[src/sv/drhf_pkg.sv]
// Shared constants, codes and controller/datapath interface types for the
// distance relevancy hysteresis filter. No dependencies.
`timescale 1ns / 1ps
package drhf_pkg;

  localparam int MAX_ANCHORS  = 4;
  localparam int MAX_CLIENTS  = 4;
  localparam int MAX_ENTITIES = 1024;
  localparam int COORD_BITS   = 20;

  localparam int ANC_W    = $clog2(MAX_ANCHORS);
  localparam int CNT_W    = $clog2(MAX_ANCHORS + 1);
  localparam int CLI_W    = 2;
  localparam int ENT_W    = 10;
  localparam int SLOT_W   = CLI_W + ENT_W;
  localparam int DIFF_W   = COORD_BITS + 1;
  localparam int SQ_W     = 2 * DIFF_W;
  localparam int RAD_W    = 20;
  localparam int ROUT_W   = RAD_W + 1;
  localparam int DWELL_W  = 16;
  localparam int TICK_W   = 32;
  localparam int ENTRY_W  = TICK_W + 1;

  localparam int IN_DATA_W  = 112;
  localparam int OUT_DATA_W = 16;

  localparam logic [RAD_W-1:0] DEFAULT_RADIUS = RAD_W'(3840);
  localparam logic [RAD_W-1:0] RESET_EXIT     = RAD_W'(4800);
  localparam logic [DWELL_W-1:0] RESET_DWELL  = DWELL_W'(30);

  // op codes carried on in_tuser
  localparam logic [1:0] OP_BEGIN  = 2'd0;
  localparam logic [1:0] OP_ANCHOR = 2'd1;
  localparam logic [1:0] OP_CAND   = 2'd2;

  // configuration register indexes
  localparam logic [1:0] REG_ENTER = 2'd0;
  localparam logic [1:0] REG_EXIT  = 2'd1;
  localparam logic [1:0] REG_DWELL = 2'd2;

  typedef struct packed {
    logic clr;        // write one zero entry of the clearing pass
    logic accept;     // input transfer this cycle
    logic sq;         // square the per-axis differences for one anchor
    logic acc;        // sum and keep the minimum
    logic rad;        // square the effective radii
    logic emit_quick; // load an unfiltered result
    logic emit_dec;   // load the filtered decision and update the table
  } drhf_cmd_t;

  typedef struct packed {
    logic clr_last;
    logic in_cand_full;  // incoming candidate needs the distance path
    logic in_cand_quick; // incoming candidate gives an unfiltered result
    logic last_anchor;
    logic out_free;
  } drhf_sts_t;

endpackage

[src/sv/drhf_ctrl.sv]
// Sequencer of the relevancy filter: clearing pass, item intake, anchor loop
// and result hand-off. Depends on drhf_pkg.
`timescale 1ns / 1ps
module drhf_ctrl (
  input  logic               clk,
  input  logic               rst_n,
  input  logic               in_tvalid,
  output logic               in_tready,
  input  drhf_pkg::drhf_sts_t sts,
  output drhf_pkg::drhf_cmd_t cmd
);
  import drhf_pkg::*;

  typedef enum logic [2:0] {S_CLR, S_IDLE, S_QUICK, S_SQ, S_ACC, S_RAD, S_DEC} state_t;

  state_t state_r, state_nxt;

  // next state and commands
  always_comb begin
    state_nxt = state_r;
    cmd       = '0;
    in_tready = 1'b0;
    case (state_r)
      S_CLR: begin
        cmd.clr = 1'b1;
        if (sts.clr_last) state_nxt = S_IDLE;
      end
      S_IDLE: begin
        in_tready  = 1'b1;
        cmd.accept = in_tvalid;
        if (in_tvalid) begin
          if (sts.in_cand_full) state_nxt = S_SQ;
          else if (sts.in_cand_quick) state_nxt = S_QUICK;
        end
      end
      S_QUICK: begin
        if (sts.out_free) begin
          cmd.emit_quick = 1'b1;
          state_nxt      = S_IDLE;
        end
      end
      S_SQ: begin
        cmd.sq    = 1'b1;
        state_nxt = S_ACC;
      end
      S_ACC: begin
        cmd.acc   = 1'b1;
        state_nxt = sts.last_anchor ? S_RAD : S_SQ;
      end
      S_RAD: begin
        cmd.rad   = 1'b1;
        state_nxt = S_DEC;
      end
      S_DEC: begin
        if (sts.out_free) begin
          cmd.emit_dec = 1'b1;
          state_nxt    = S_IDLE;
        end
      end
      default: state_nxt = S_IDLE;
    endcase
  end

  always_ff @(posedge clk) begin
    if (!rst_n) state_r <= S_CLR;
    else state_r <= state_nxt;
  end

endmodule

[config.mk]
export PLATFORM = sky130hd
export DESIGN_NAME = drhf_ctrl
export DESIGN_NICKNAME = d
export VERILOG_FILES = /design/src/sv/drhf_pkg.sv /design/src/sv/drhf_ctrl.sv
export SDC_FILE = /design/constraint.sdc
export NUM_CORES = 1
export LEC_CHECK = 0
export BUFFER_PORTS_ARGS = -buffer_cell sky130_fd_sc_hd__clkbuf_2
export CORE_AREA = 2 2 39 41
export DETAILED_ROUTE_END_ITERATION = 16
export DIE_AREA = 0 0 41 43
export PLACE_DENSITY_LB_ADDON = 0.15
export SLEW_MARGIN = 5
export SYNTH_ARGS = -nofsm -noshare
export SYNTH_HDL_FRONTEND = slang
export SYNTH_SLANG_ARGS = --single-unit
[constraint.sdc]
create_clock -name clk -period 1.7 [get_ports clk]
set_input_delay 0.17 -clock clk [delete_from_list [all_inputs] [get_ports clk]]
set_output_delay 0.17 -clock clk [all_outputs]
set_load 0.005 [all_outputs]
==> out/results.ini <==
[grt]
antenna_found_initial = 0
grt_overflow = 0
grt_pass1_wl_um = 1010
grt_max_degree = 15
grt_pass1_vias = 255
grt_use_total_pct = 8.42

[clocking]
cts-htree-levels = 1
cts_root_buf = clkbuf_4
clk_pin_slew_ns = 0.04
clk_latency_ns = 0.23
clkSinkCount = 3
cts_tree = yes
hold_buffers = 0
cts_buffers = 3
clk_path_buf_depth = 2
post_cts_resize_count = 0
cts_setup_buffers = 0

[sta]
fin_setup_tns_ns = 0
report.final.slew_viol_count = 0
fmax_mhz = 704
worstMarginPinSlew_ns = 0.425
hold_viol_final = 0
clock_skew_ns = 0.00104
slew_headroom_pct = 71.6
finalCritPeriodShare_pct = 83.6
setup_violations = 0
rsz0062_at_grt = no
finalCriticalPeriod_ns = 1.42

[finish]
n_antenna_cell = 0
most-common-layout-cells = clkbuf_2 (15), nor3_1 (4), o21ai_0 (4), o21ai_1 (4)
area_delta_synth_final_pct = 41.4
regMostFlops = state_r
sequential_cell_area_um2 = 60.1
fillers = 157
largest_reg_flops = 3
top_regs = state_r x3
nNetsFinal = 62
drive_gt1_share_pct = 47.2
multi_input_area_um2 = 160
final_util_pct = 25.9
instances_no_fill = 69
layout_commonest_cell = clkbuf_2

[logic_synthesis]
synth_simple_gate_area_share_pct = 39.4
syn-instance-count = 36
synth_compound_area_share_pct = 23.6
synth_fa_ha_area_share_pct = 0
synth_area_um2 = 254
yosysSeqAreaShare_pct = 23.6
ys_types = 22
synth_warnings = 0
synth_top_family_by_area = simple AND/OR/NAND/NOR gates
synth-seq-cells = 3
yosys.area_share.xor_xnor_pct = 0
synthMuxAreaShare_pct = 0
synth_nets = 44
post_synth.cell_area_avg_um2 = 7.06

[worst_setup_path]
end_kind = output port
cp.required_ns = 1.53
r2r-start = state_r[0]
critPathMaxFanout = 11
critPathKind = flip-flop to output port
ff2ff_setup_slack_ns = 0.52
endpoint = cmd[5]
worstRegToRegCells = 4
critPathLaunch = state_r[0]
r2r_end = state_r[0]
critical_path_arrival_ns = 1.25
cp-start-kind = flip-flop

[die]
die_h_um = 43
die_w_um = 41
rows = 14
coreArea_um2 = 1380
io_pins = 16
start_util_pct = 18.4
dieArea_um2 = 1760

[drt]
ant_nets = 0
vias_per_cell = 4.33
drt_pass1_iterations = 2
wl_per_cell_um = 9.48
drcViolationCount = 0
drt_iter0_drc = 2
vias = 299
wl_um = 654

[power_and_ir_drop]
powerDensity_nw_per_um2 = 1060
ir_worst_vdd_v = 0.000305
p_leak_nw = 0.176

[placement]
io_buffers = 15
dp_hpwl_um = 538
placedCellCount = 65
gp_congestion = 0.715

[outcome]
status = finished clean

[min_path]
hp-class = input port to flip-flop

[flow_run]
max_cap_violations = 0

critical path, cell delays in order, from the launching register on:
cell and delay [ns]:
dfxtp_1 0.53, inv_4 0.07, nor3_2 0.16, and2_1 0.15, clkbuf_2 0.10
routing by layer:
layer  vias to the layer above  GRT usage [%]  share of wire, %
met5                         -              0                 0
met2                        10           11.9                45
met1                       124           10.9                49
met4                         0           2.00                 0
met3                         0           4.71               6.0
li1                        165              -                 -
cell families (layout without fill, tap and decap cells):
kind of cell	count (synthesis)	after routing
DFF	3	3
and+or+nand+nor	16	16
buffers and inverters	6	23
AOI/OAI and AO/OA	11	11
cells in the mapped netlist (all sizes together):
master  n  area share (%)
dfxtp   3              24
nor2b   1             3.4
and3    2             5.4
a31oi   1             2.5
a21oi   1             2.0
and4    2             7.4
o21ai   8              16
nor2    2             3.0
inv     4             6.9
buf     2             6.4
nand2   2             3.0
and2    2             5.4
nor3    5              12
a22o    1             3.4
worst min-delay path by stage:
stage | cells after the start | slack, ns | from | to
floorplan | 2 | 0.30 | rst_n | state_r[2]
global placement | 3 | 0.42 | rst_n | state_r[0]
detailed placement | 3 | 0.43 | rst_n | state_r[0]
CTS | 3 | 0.18 | rst_n | state_r[0]
global route | 3 | 0.20 | rst_n | state_r[2]
finish | 3 | 0.19 | rst_n | state_r[0]
power breakdown:
part | switching (mW) | internal, mW
clock network | 0.0343 | 0.0878
registers | 0.0439 | 0.0856
logic | 0.0612 | 0.0692
per-stage QoR:
| step | hold slack [ns] | area, um2 | setup slack (ns) | power [mW] |
|---|---|---|---|---|
| after global placement | 0.420 | 333 | 0.510 | 0.265 |
| after global routing | 0.202 | 359 | 0.157 | 0.417 |
| after floorplan | 0.301 | 254 | 0.698 | 0.223 |
| final | 0.185 | 359 | 0.279 | 0.382 |
| after detailed placement | 0.427 | 333 | 0.521 | 0.263 |
| after CTS | 0.181 | 359 | 0.260 | 0.391 |
layout make-up:
cell class	instances	share of cell area [%]
clock buffers	4	7.32
inverters	4	4.88
repair buffers	15	20.9
flip-flops and latches	3	16.7
multi-input cells	27	44.6
well taps	16	5.57
Note: power is estimated with default switching activity, not from simulation.
